`src/hw/rtl/vlrs_pkg.sv`:
```
// Shared types and constants for the voltage-level residency statistics block.
`default_nettype none
package vlrs_pkg;

   localparam int LEVELS     = 4;
   localparam int COMPONENTS = 4;

   localparam int LVL_W    = (LEVELS > 1) ? $clog2(LEVELS) : 1;
   localparam int LT_DEPTH = 1 << LVL_W;
   localparam int TR_AW    = 2 * LVL_W;
   localparam int TR_DEPTH = 1 << TR_AW;
   localparam int CMP_W    = $clog2(COMPONENTS);

   localparam int TIME_W = 48;
   localparam int CNT_W  = 32;
   localparam logic [TIME_W-1:0] TIME_MAX = {TIME_W{1'b1}};
   localparam logic [CNT_W-1:0]  CNT_MAX  = {CNT_W{1'b1}};

   localparam int FIFO_DEPTH = 3;
   localparam int FIFO_AW    = 2;

   typedef enum logic [2:0] {
      MODE_EVENT    = 3'd0,
      MODE_RAIL     = 3'd1,
      MODE_START    = 3'd2,
      MODE_STOP     = 3'd3,
      MODE_RD_TIME  = 3'd4,
      MODE_RD_TRANS = 3'd5
   } mode_type;

   typedef enum logic [2:0] {
      ST_OK         = 3'd0,
      ST_ALREADY    = 3'd1,
      ST_RUNNING    = 3'd2,
      ST_NO_STATS   = 3'd3,
      ST_RAIL_IGNORED = 3'd4
   } status_type;

   typedef struct packed {
      logic [2:0]        mode;
      logic [TIME_W-1:0] now_us;
      logic [2:0]        power_mode;
      logic [2:0]        rail;
      logic [1:0]        new_level;
      logic [1:0]        from_level;
      logic [1:0]        to_level;
   } req_type;

   typedef struct packed {
      status_type        status;
      logic [TIME_W-1:0] value;
      logic [TIME_W-1:0] total;
      logic [1:0]        current_level;
   } rsp_type;

endpackage
`default_nettype wire

```
`src/hw/rtl/vlrs_rsp_fifo.sv`:
```
// Three-entry response queue that decouples the update pipe from the receiver.
`default_nettype none
module vlrs_rsp_fifo (
   input  wire logic                          clock,
   input  wire logic                          reset,
   input  wire logic                          push_valid,
   input  wire vlrs_pkg::rsp_type             push_data,
   input  wire logic                          pop_ready,
   output logic                               pop_valid,
   output vlrs_pkg::rsp_type                  pop_data,
   output logic [vlrs_pkg::FIFO_AW-1:0]       count
);

   localparam logic [vlrs_pkg::FIFO_AW-1:0] LAST = vlrs_pkg::FIFO_AW'(vlrs_pkg::FIFO_DEPTH - 1);

   vlrs_pkg::rsp_type                 entry_ff [vlrs_pkg::FIFO_DEPTH];
   logic [vlrs_pkg::FIFO_AW-1:0]      head_ff, head_in;
   logic [vlrs_pkg::FIFO_AW-1:0]      tail_ff, tail_in;
   logic [vlrs_pkg::FIFO_AW-1:0]      count_ff, count_in;
   logic                              pop;

   assign pop_valid = (count_ff != '0);
   assign pop_data  = entry_ff[head_ff];
   assign count     = count_ff;
   assign pop       = pop_valid && pop_ready;

   always_comb begin
      head_in  = head_ff;
      tail_in  = tail_ff;
      count_in = count_ff;
      if (push_valid) begin
         tail_in = (tail_ff == LAST) ? '0 : tail_ff + 1'b1;
      end
      if (pop) begin
         head_in = (head_ff == LAST) ? '0 : head_ff + 1'b1;
      end
      if (push_valid && !pop) begin
         count_in = count_ff + 1'b1;
      end else if (!push_valid && pop) begin
         count_in = count_ff - 1'b1;
      end
   end

   always_ff @(posedge clock) begin
      if (reset) begin
         head_ff  <= '0;
         tail_ff  <= '0;
         count_ff <= '0;
      end else begin
         head_ff  <= head_in;
         tail_ff  <= tail_in;
         count_ff <= count_in;
      end
   end

   always_ff @(posedge clock) begin
      if (push_valid) begin
         entry_ff[tail_ff] <= push_data;
      end
   end

endmodule
`default_nettype wire

```
`src/hw/rtl/voltage_level_residency_stats_core.sv`:
```
// Top level of the voltage-level residency and transition statistics block.
//
// Usage
//   req_*  : one request per accepted cycle (req_valid && req_ready). The mode
//            field selects power-mode event, rail level change, start, stop,
//            level-time read or transition-count read.
//   rsp_*  : exactly one response per request, in request order.
// Pipeline: stage 0 issues the memory reads, stage 1 does the
//           read-modify-write and pushes into the response queue, which
//           offers each response from its registered entries.
// Throughput: one request per cycle while req_ready is high. The level-time
//           and transition memories are written once per cycle from stage 1;
//           a request reading its predecessor's entry uses a bypass register.
// Stall   : the three-entry response queue absorbs the pipe; req_ready drops
//           once queued plus in-flight responses reach three, so nothing is
//           lost while rsp_ready is low.
// Reset   : synchronous, active high. All control state clears at once; the
//           counter memories carry per-entry valid flags, so no clearing pass
//           is needed, and start clears the flags at once too.
`default_nettype none
module voltage_level_residency_stats_core (
   input  wire logic               clock,
   input  wire logic               reset,
   input  wire logic               req_valid,
   output logic                    req_ready,
   input  wire vlrs_pkg::req_type  req_data,
   output logic                    rsp_valid,
   input  wire logic               rsp_ready,
   output vlrs_pkg::rsp_type       rsp_data
);

   localparam int LVL_W  = vlrs_pkg::LVL_W;
   localparam int TR_AW  = vlrs_pkg::TR_AW;
   localparam int TIME_W = vlrs_pkg::TIME_W;
   localparam int CNT_W  = vlrs_pkg::CNT_W;
   localparam int CMP_W  = vlrs_pkg::CMP_W;
   localparam int FIFO_CNT_W = vlrs_pkg::FIFO_AW;

   typedef enum logic [1:0] {
      VSEL_NONE = 2'd0,
      VSEL_LT   = 2'd1,
      VSEL_TR   = 2'd2
   } vsel_type;

   // stage-1 payload: what the read-modify-write and the response need
   typedef struct packed {
      logic                  lt_we;
      logic                  tr_we;
      logic [LVL_W-1:0]      lt_addr;
      logic [TR_AW-1:0]      tr_addr;
      logic [TIME_W-1:0]     dt;
      vlrs_pkg::status_type  status;
      vsel_type              vsel;
      logic                  in_range;
      logic [TIME_W-1:0]     tt_snap;
      logic [1:0]            current_level;
   } s1_type;

   // ---------------- control state ----------------
   logic [1:0]        comp_level_ff [vlrs_pkg::COMPONENTS];
   logic              running_ff, running_in;
   logic [1:0]        timed_ff, timed_in;
   logic [TIME_W-1:0] istart_ff, istart_in;
   logic [TIME_W-1:0] sstart_ff, sstart_in;
   logic [TIME_W-1:0] ttime_ff, ttime_in;
   logic [CNT_W-1:0]  ttrans_ff, ttrans_in;

   logic              s1_valid_ff;
   s1_type            s1_ff, s1_in;

   // ---------------- memories ----------------
   logic [TIME_W-1:0]             lt_mem [vlrs_pkg::LT_DEPTH];
   logic [CNT_W-1:0]              tr_mem [vlrs_pkg::TR_DEPTH];
   logic [vlrs_pkg::LT_DEPTH-1:0] lt_vld_ff;
   logic [vlrs_pkg::TR_DEPTH-1:0] tr_vld_ff;
   logic [TIME_W-1:0]             lt_rd_ff;
   logic [CNT_W-1:0]              tr_rd_ff;
   logic                          lt_rd_vld_ff, tr_rd_vld_ff;

   // bypass of the write made at the edge where the stage-1 read was taken
   logic                          lt_fwd_vld_ff, tr_fwd_vld_ff;
   logic [LVL_W-1:0]              lt_fwd_addr_ff;
   logic [TR_AW-1:0]              tr_fwd_addr_ff;
   logic [TIME_W-1:0]             lt_fwd_data_ff;
   logic [CNT_W-1:0]              tr_fwd_data_ff;

   // ---------------- stage 0 signals ----------------
   logic                   accept;
   logic                   clear;
   logic                   comp_we;
   logic [CMP_W-1:0]       comp_sel;
   logic [1:0]             nl_clamp;
   logic [1:0]             tlvl;
   logic                   time_req;
   logic                   rail_ok;
   logic                   from_ok, to_ok;
   logic [FIFO_CNT_W-1:0]  fifo_count;

   // ---------------- stage 1 signals ----------------
   logic [TIME_W-1:0] lt_old, lt_new;
   logic [TIME_W:0]   lt_sum;
   logic [CNT_W-1:0]  tr_old, tr_new;
   logic              tr_sat;
   logic              lt_wr, tr_wr;
   vlrs_pkg::rsp_type s1_rsp;

   assign accept  = req_valid && req_ready;
   assign req_ready = ({1'b0, fifo_count} + {{FIFO_CNT_W{1'b0}}, s1_valid_ff})
                      < (FIFO_CNT_W + 1)'(vlrs_pkg::FIFO_DEPTH);

   assign rail_ok  = {1'b0, req_data.rail} < 4'(vlrs_pkg::COMPONENTS);
   assign from_ok  = {3'b000, req_data.from_level} < 5'(vlrs_pkg::LEVELS);
   assign to_ok    = {3'b000, req_data.to_level} < 5'(vlrs_pkg::LEVELS);
   assign nl_clamp = ({3'b000, req_data.new_level} < 5'(vlrs_pkg::LEVELS))
                     ? req_data.new_level : 2'(vlrs_pkg::LEVELS - 1);
   // power modes 1..3 pick their own component, everything else is active
   assign comp_sel = (req_data.power_mode >= 3'd1 && req_data.power_mode <= 3'd3)
                     ? CMP_W'(req_data.power_mode) : '0;

   always_comb begin
      running_in = running_ff;
      timed_in   = timed_ff;
      istart_in  = istart_ff;
      sstart_in  = sstart_ff;
      ttime_in   = ttime_ff;
      clear      = 1'b0;
      comp_we    = 1'b0;
      time_req   = 1'b0;
      tlvl       = comp_level_ff[comp_sel];

      s1_in.lt_we         = 1'b0;
      s1_in.tr_we         = 1'b0;
      s1_in.lt_addr       = LVL_W'(timed_ff);
      s1_in.tr_addr       = {LVL_W'(timed_ff), LVL_W'(tlvl)};
      s1_in.dt            = req_data.now_us - istart_ff;
      s1_in.status        = vlrs_pkg::ST_OK;
      s1_in.vsel          = VSEL_NONE;
      s1_in.in_range      = 1'b0;
      s1_in.tt_snap       = ttime_ff;
      s1_in.current_level = timed_ff;

      if (accept) begin
         unique case (vlrs_pkg::mode_type'(req_data.mode))
            vlrs_pkg::MODE_EVENT: begin
               time_req = running_ff;
            end
            vlrs_pkg::MODE_RAIL: begin
               if (!rail_ok) begin
                  s1_in.status = vlrs_pkg::ST_RAIL_IGNORED;
               end else begin
                  comp_we = 1'b1;
                  // only the active component re-times the current level
                  if (req_data.rail == 3'd0) begin
                     tlvl     = nl_clamp;
                     time_req = running_ff;
                  end
               end
            end
            vlrs_pkg::MODE_START: begin
               if (running_ff) begin
                  s1_in.status = vlrs_pkg::ST_ALREADY;
               end else begin
                  running_in = 1'b1;
                  clear      = 1'b1;
                  istart_in  = req_data.now_us;
                  sstart_in  = req_data.now_us;
                  timed_in   = comp_level_ff[0];
                  ttime_in   = vlrs_pkg::TIME_MAX;
               end
            end
            vlrs_pkg::MODE_STOP: begin
               if (!running_ff) begin
                  s1_in.status = vlrs_pkg::ST_ALREADY;
               end else begin
                  running_in  = 1'b0;
                  s1_in.lt_we = 1'b1;
                  istart_in   = req_data.now_us;
                  ttime_in    = req_data.now_us - sstart_ff;
               end
            end
            vlrs_pkg::MODE_RD_TIME, vlrs_pkg::MODE_RD_TRANS: begin
               s1_in.lt_addr = LVL_W'(req_data.from_level);
               s1_in.tr_addr = {LVL_W'(req_data.from_level), LVL_W'(req_data.to_level)};
               if (ttime_ff == '0) begin
                  s1_in.status = vlrs_pkg::ST_NO_STATS;
               end else if (running_ff) begin
                  s1_in.status = vlrs_pkg::ST_RUNNING;
               end else if (req_data.mode == vlrs_pkg::MODE_RD_TIME) begin
                  s1_in.vsel     = VSEL_LT;
                  s1_in.in_range = from_ok;
               end else begin
                  s1_in.vsel     = VSEL_TR;
                  s1_in.in_range = from_ok && to_ok;
               end
            end
            default: begin
            end
         endcase

         if (time_req) begin
            s1_in.tr_addr = {LVL_W'(timed_ff), LVL_W'(tlvl)};
         end
         if (time_req && (tlvl != timed_ff)) begin
            s1_in.lt_we = 1'b1;
            s1_in.tr_we = 1'b1;
            istart_in   = req_data.now_us;
            timed_in    = tlvl;
         end
      end
      s1_in.current_level = timed_in;
   end

   always_ff @(posedge clock) begin
      if (reset) begin
         running_ff  <= 1'b0;
         timed_ff    <= '0;
         istart_ff   <= '0;
         sstart_ff   <= '0;
         ttime_ff    <= '0;
         s1_valid_ff <= 1'b0;
         for (int i = 0; i < vlrs_pkg::COMPONENTS; i++) begin
            comp_level_ff[i] <= '0;
         end
      end else begin
         running_ff  <= running_in;
         timed_ff    <= timed_in;
         istart_ff   <= istart_in;
         sstart_ff   <= sstart_in;
         ttime_ff    <= ttime_in;
         s1_valid_ff <= accept;
         if (comp_we) begin
            comp_level_ff[req_data.rail[CMP_W-1:0]] <= nl_clamp;
         end
      end
   end

   always_ff @(posedge clock) begin
      if (accept) begin
         s1_ff <= s1_in;
      end
   end

   // ---------------- stage 1: read-modify-write ----------------
   always_comb begin
      if (lt_fwd_vld_ff && (lt_fwd_addr_ff == s1_ff.lt_addr)) begin
         lt_old = lt_fwd_data_ff;
      end else begin
         lt_old = lt_rd_vld_ff ? lt_rd_ff : '0;
      end
      if (tr_fwd_vld_ff && (tr_fwd_addr_ff == s1_ff.tr_addr)) begin
         tr_old = tr_fwd_data_ff;
      end else begin
         tr_old = tr_rd_vld_ff ? tr_rd_ff : '0;
      end
   end

   assign lt_sum = {1'b0, lt_old} + {1'b0, s1_ff.dt};
   assign lt_new = lt_sum[TIME_W] ? vlrs_pkg::TIME_MAX : lt_sum[TIME_W-1:0];
   assign tr_sat = (tr_old == vlrs_pkg::CNT_MAX);
   assign tr_new = tr_sat ? tr_old : tr_old + 1'b1;
   assign lt_wr  = s1_valid_ff && s1_ff.lt_we;
   assign tr_wr  = s1_valid_ff && s1_ff.tr_we;

   // running sum of the saturated pair counts; start wins over an increment
   always_comb begin
      ttrans_in = ttrans_ff;
      if (clear) begin
         ttrans_in = '0;
      end else if (tr_wr && !tr_sat && (ttrans_ff != vlrs_pkg::CNT_MAX)) begin
         ttrans_in = ttrans_ff + 1'b1;
      end
   end

   always_ff @(posedge clock) begin
      if (reset) begin
         ttrans_ff     <= '0;
         lt_vld_ff     <= '0;
         tr_vld_ff     <= '0;
         lt_fwd_vld_ff <= 1'b0;
         tr_fwd_vld_ff <= 1'b0;
      end else begin
         ttrans_ff     <= ttrans_in;
         lt_fwd_vld_ff <= lt_wr && !clear;
         tr_fwd_vld_ff <= tr_wr && !clear;
         if (clear) begin
            lt_vld_ff <= '0;
            tr_vld_ff <= '0;
         end else begin
            if (lt_wr) begin
               lt_vld_ff[s1_ff.lt_addr] <= 1'b1;
            end
            if (tr_wr) begin
               tr_vld_ff[s1_ff.tr_addr] <= 1'b1;
            end
         end
      end
   end

   always_ff @(posedge clock) begin
      lt_fwd_addr_ff <= s1_ff.lt_addr;
      lt_fwd_data_ff <= lt_new;
      tr_fwd_addr_ff <= s1_ff.tr_addr;
      tr_fwd_data_ff <= tr_new;
      if (accept) begin
         lt_rd_ff     <= lt_mem[s1_in.lt_addr];
         tr_rd_ff     <= tr_mem[s1_in.tr_addr];
         lt_rd_vld_ff <= lt_vld_ff[s1_in.lt_addr];
         tr_rd_vld_ff <= tr_vld_ff[s1_in.tr_addr];
      end
      if (lt_wr) begin
         lt_mem[s1_ff.lt_addr] <= lt_new;
      end
      if (tr_wr) begin
         tr_mem[s1_ff.tr_addr] <= tr_new;
      end
   end

   // response assembly
   always_comb begin
      s1_rsp.status        = s1_ff.status;
      s1_rsp.current_level = s1_ff.current_level;
      s1_rsp.value         = '0;
      s1_rsp.total         = '0;
      case (s1_ff.vsel)
         VSEL_LT: begin
            s1_rsp.value = s1_ff.in_range ? lt_old : '0;
            s1_rsp.total = s1_ff.tt_snap;
         end
         VSEL_TR: begin
            s1_rsp.value = s1_ff.in_range ? TIME_W'(tr_old) : '0;
            s1_rsp.total = TIME_W'(ttrans_ff);
         end
         default: begin
         end
      endcase
   end

   vlrs_rsp_fifo u_rsp_fifo (
      .clock      (clock),
      .reset      (reset),
      .push_valid (s1_valid_ff),
      .push_data  (s1_rsp),
      .pop_ready  (rsp_ready),
      .pop_valid  (rsp_valid),
      .pop_data   (rsp_data),
      .count      (fifo_count)
   );

   // ---------------- assertions ----------------
   a_ttime_marks_run: assert property (@(posedge clock) disable iff (reset)
      running_ff |-> (ttime_ff == vlrs_pkg::TIME_MAX))
      else $error("total time not all ones during a run");

   a_no_overcommit: assert property (@(posedge clock) disable iff (reset)
      ({1'b0, fifo_count} + {{FIFO_CNT_W{1'b0}}, s1_valid_ff})
         <= (FIFO_CNT_W + 1)'(vlrs_pkg::FIFO_DEPTH))
      else $error("response queue overcommitted");

   a_stage1_from_accept: assert property (@(posedge clock) disable iff (reset)
      accept |=> s1_valid_ff)
      else $error("accepted request did not enter stage 1");

   a_trans_only_running: assert property (@(posedge clock) disable iff (reset)
      (s1_valid_ff && s1_ff.tr_we) |-> running_ff)
      else $error("transition counted outside a run");

endmodule
`default_nettype wire
```
`config.mk`:
```
export PLATFORM = sky130hd
export DESIGN_NAME = voltage_level_residency_stats_core
export DESIGN_NICKNAME = d
export VERILOG_FILES = /design/src/hw/rtl/vlrs_pkg.sv /design/src/hw/rtl/vlrs_rsp_fifo.sv /design/src/hw/rtl/voltage_level_residency_stats_core.sv
export SDC_FILE = /design/constraint.sdc
export NUM_CORES = 2
export LEC_CHECK = 0
export ABC_AREA = 1
export BUFFER_PORTS_ARGS = -buffer_cell sky130_fd_sc_hd__buf_4
export CAP_MARGIN = 20
export CORE_MARGIN = 2
export CORE_UTILIZATION = 57
export CTS_CLUSTER_SIZE = 8
export DETAILED_ROUTE_END_ITERATION = 12
export PLACE_DENSITY = 0.81
export SLEW_MARGIN = 5
export SYNTH_ARGS = -nofsm -noshare
export SYNTH_HDL_FRONTEND = slang
export SYNTH_HIERARCHICAL = 1
export SYNTH_SLANG_ARGS = --single-unit
```
`constraint.sdc`:
```
create_clock -name clock -period 7.7 [get_ports clock]
set_input_delay 1.155 -clock clock [delete_from_list [all_inputs] [get_ports clock]]
set_output_delay 1.155 -clock clock [all_outputs]
set_load 0.02 [all_outputs]
```
==> results.sh <==
export IMPL_synth_edf_count=1209
export IMPL_cts_buffer_depth=3
export IMPL_worstReg2RegEnd="tr_rd_ff[17]$_DFFE_PP_"
export IMPL_ys_ff_latch=1505
export IMPL_setup_violations=0
export IMPL_postPlaceCellArea_um2=73500
export IMPL_cpMaxStageDelayCell="nand3_4"
export IMPL_hold_ws_ps=448
export IMPL_p_int_mw=16.4
export IMPL_crit_arrival_ps=6150
export IMPL_wl_per_cell_um=22.9
export IMPL_finalWorstSetupSlack_ps=2130
export IMPL_async_flop_share_pct=0
export IMPL_fp_dieW_um=356
export IMPL_path_clk_slew_ps=60
export IMPL_first_iter_violations=7922
export IMPL_synth_compound_area_share_pct=9.36
export IMPL_wl_mm=217
export IMPL_netlist_area_um2=70700
export IMPL_holdCritStartpoint="ttime_ff[3]$_SDFFE_PP0P_"
export IMPL_final_layout_size_suffix_gt1_share_pct=7.20
export IMPL_synth_ff_type="edfxtp_1"
export IMPL_synthAdderAreaFrac_pct=2.77
export IMPL_synth_xor_area_share_pct=1.37
export IMPL_route_vias_total=56400
export IMPL_grt_usage_pct=33.6
export IMPL_ys_seq_area_share_pct=59.7
export IMPL_cts_made_buffers=207
export IMPL_min_delay_path_depth=0
export IMPL_start_util_pct=57.3
export IMPL_clock_latency_ps=850
export IMPL_p_seq_share_pct=42.5
export IMPL_fin_crit_sh_pct=72.3
export IMPL_tightest_slew_ps=1120
export IMPL_synth_top_family_by_area="simple AND/OR/NAND/NOR gates"
export IMPL_power_switching_mw=7.65
export IMPL_path_buf_inv=3
export IMPL_die_area_um2=127000
export IMPL_synthMuxAreaShare_pct=0
export IMPL_syn_mean_instance_area_um2=9.40
export IMPL_path_delay_family="simple AND/OR/NAND/NOR gates"
export IMPL_fin_crit_ps=5570
export IMPL_grt_pass1_vias=53300
export IMPL_htreeDepth=4
export IMPL_avgViaCountPerCell=5.96
export IMPL_postRouteAntennaNets=0
export IMPL_crit_path_start_kind="flip-flop"
export IMPL_synthCells=7526
export IMPL_fin_nets=7885
export IMPL_io_pins=170
export IMPL_slew_headroom_pct=25.3
export IMPL_worstSetupPathType="flip-flop to flip-flop"
export IMPL_synth_top_area_share_pct=51.3
export IMPL_rsz0062_at_grt="no"
export IMPL_antenna_found_initial=8
export IMPL_status="completed"
export IMPL_worstHoldEndpoint="s1_ff[5]$_DFFE_PP_"
export IMPL_hold_path_class="flip-flop to flip-flop"
export IMPL_path_cells="ha_1, ha_1, a21oi_1, nand2_1, inv_8, nand3_4, nand2_4, buf_16, buf_4, nand2_1, nand3_1, nand3_1, nand3_1, nand2_1"
export IMPL_dr_pass1_iters=8
export IMPL_path_max_fanout=80
export IMPL_gp_congestion=1.01
export IMPL_synth_top_area_cell="edfxtp_1"
export IMPL_reg2reg_slack_ps=2130
export IMPL_area_delta_synth_final_pct=12.7
export IMPL_p_leak_nw=32.3
export IMPL_reg2regPathDepth=14
export IMPL_fin_skew_ps=62.9
export IMPL_slew_violations=0
export IMPL_cts_hold_buf=0
export IMPL_grt_max_degree=103
export IMPL_synthTopCellsByArea="edfxtp_1 51%, dfxtp_1 8.4%, nand2_1 7.6%"
export IMPL_crit_required_ps=8290
export IMPL_ir_drop_mv=0.264
export IMPL_synth_cell_type_count=53
export IMPL_nFillCells=9310
export IMPL_coreArea_um2=123000
export IMPL_grt_first_pass_wirelength_mm=321
export IMPL_swShare_pct=31.8
export IMPL_ys_warn_count=6
export IMPL_die_h_um=356
export IMPL_max_cap_violations=0
export IMPL_yosys_area_share_simple_pct=18.8
export IMPL_clkPwrFrac_pct=35.7
export IMPL_pwr_share_comb_pct=21.8
export IMPL_max_freq_mhz=180
export IMPL_clkSinkCount=1505
export IMPL_hpwl_mm=141
export IMPL_cts_resized_gates=0
export IMPL_place_ws_ps=2060
export IMPL_tns_ps=0
export IMPL_port_buffers=169
export IMPL_drc_errors=0
export IMPL_rows=129
export IMPL_slowest_delay_ps=730
export IMPL_critPathCaptureType="flip-flop"
export IMPL_p_per_area_nw_per_um2=302
export IMPL_hold_viol=0
export IMPL_rr_startpoint="s1_valid_ff$_SDFF_PP0_"
export IMPL_gr_total_overflow=0
export IMPL_clock_root_buffer="clkbuf_16"
export IMPL_cts_tree="yes"
export IMPL_design_area_um2=79700
export IMPL_post_cts_buffers=0
export IMPL_synth_nets=7748
-- state kept, by name, indices dropped and copies added, names as in the netlist, 2 cells and up, named ones only --
name / count
comp_level_ff: 8
istart_ff: 48
lt_fwd_addr_ff: 2
lt_fwd_data_ff: 48
lt_mem: 192
lt_rd_ff: 48
lt_vld_ff: 4
s1_ff: 112
sstart_ff: 48
timed_ff: 2
tr_fwd_addr_ff: 4
tr_fwd_data_ff: 32
tr_mem: 512
tr_rd_ff: 32
tr_vld_ff: 16
ttime_ff: 48
ttrans_ff: 32
u_rsp_fifo/count: 2
u_rsp_fifo/entry_ff: 303
u_rsp_fifo/head_ff: 2
u_rsp_fifo/tail_ff: 2
-- cells by family after synthesis --
logic type	count (synthesis)
AOI/OAI and AO/OA	1215
adders and majority gates	155
xor gates and xnor gates	111
buffers and inverters	1434
and+or+nand+nor	3106
DFF	1505
-- metrics by stage --
step / utilization [%] / cells / total power, mW
final: 64.6 / 9460 / 24.1
after detailed placement: 59.5 / 9088 / 15.4
after global routing: 64.6 / 9459 / 24.9
after CTS: 64.5 / 9456 / 24.0
after global placement: 59.5 / 9088 / 15.3
after floorplan: - / 7526 / 13.5
-- power by group through the flow --
stage | combinational, mW | sequential (mW) | clock [mW]
CTS | 5.11 | 10.2 | 8.64
finish | 5.25 | 10.2 | 8.60
detailed placement | 5.05 | 10.3 | 0
global route | 5.64 | 10.3 | 8.99
floorplan | 3.30 | 10.2 | 0
global placement | 4.92 | 10.3 | 0
-- per-layer routing --
| layer | vias to the layer above | track usage (%) | part of all wire, % |
|---|---|---|---|
| met5 | - | 0 | 0.037 |
| met4 | 12 | 14.9 | 4.6 |
| met3 | 560 | 7.73 | 13 |
| met2 | 3678 | 50.7 | 44 |
| met1 | 26500 | 46.8 | 39 |
| li1 | 25600 | - | - |
-- cells in the mapped netlist, types with 40 or more instances --
library cell	count
a21oi_1	531
nand2_1	1426
buf_2	97
o22ai_1	79
inv_1	1105
nor3_1	53
nand3b_1	68
o21ai_0	426
nand4_1	101
nor2_1	692
o21a_1	40
nand3_1	701
xor2_1	75
ha_1	152
clkbuf_1	182
dfxtp_1	296
edfxtp_1	1209
-- worst reg2reg max path, delay by kind of cell (launching register included) --
kind	cells	cell delay [ps]
adder cells (fa/ha/maj)	2	420
buffers and inverters	3	1580
flip-flops	1	470
AND/OR/NAND/NOR	8	2480
AO/OA/AOI/OAI	1	350
-- how the worst max path moves through the flow --
| stage | from | to | slack, ps | cells after the start |
|---|---|---|---|---|
| after floorplan | s1_valid_ff$_SDFF_PP0_ | tr_rd_ff[15]$_DFFE_PP_ | 2180 | 15 |
| after global placement | req_valid | tr_rd_ff[14]$_DFFE_PP_ | 2130 | 11 |
| after detailed placement | s1_valid_ff$_SDFF_PP0_ | tr_rd_ff[1]$_DFFE_PP_ | 2060 | 13 |
| after CTS | s1_valid_ff$_SDFF_PP0_ | tr_rd_ff[1]$_DFFE_PP_ | 1960 | 13 |
| after global routing | s1_valid_ff$_SDFF_PP0_ | tr_rd_ff[17]$_DFFE_PP_ | 1910 | 14 |
| final | s1_valid_ff$_SDFF_PP0_ | tr_rd_ff[17]$_DFFE_PP_ | 2130 | 14 |
-- layout by cell type (no fill, tap or decap), types with 141 or more instances in the layout --
cell type	Yosys	routed
buf_4	13	243
edfxtp_1	1209	1209
clkbuf_16	0	209
clkbuf_1	182	141
a21oi_1	531	531
nand2_1	1426	1418
inv_1	1105	1100
o21ai_0	426	425
ha_1	152	151
nor2_1	692	676
dfxtp_1	296	294
nand3_1	701	700
-- layout make-up --
cell class | count | area (µm²) | area share [%]
timing repair buffer | 247 | 1910 | 2.40
antenna | 1 | 2.50 | 0.00314
clock buffer | 352 | 5790 | 7.26
clock inverter | 16 | 387 | 0.485
sequential | 1505 | 42200 | 53.0
multi-input combinational | 4587 | 23100 | 29.0
inverter | 1115 | 4200 | 5.27
tap | 1637 | 2050 | 2.57
Power figures use the tool's default switching activity.
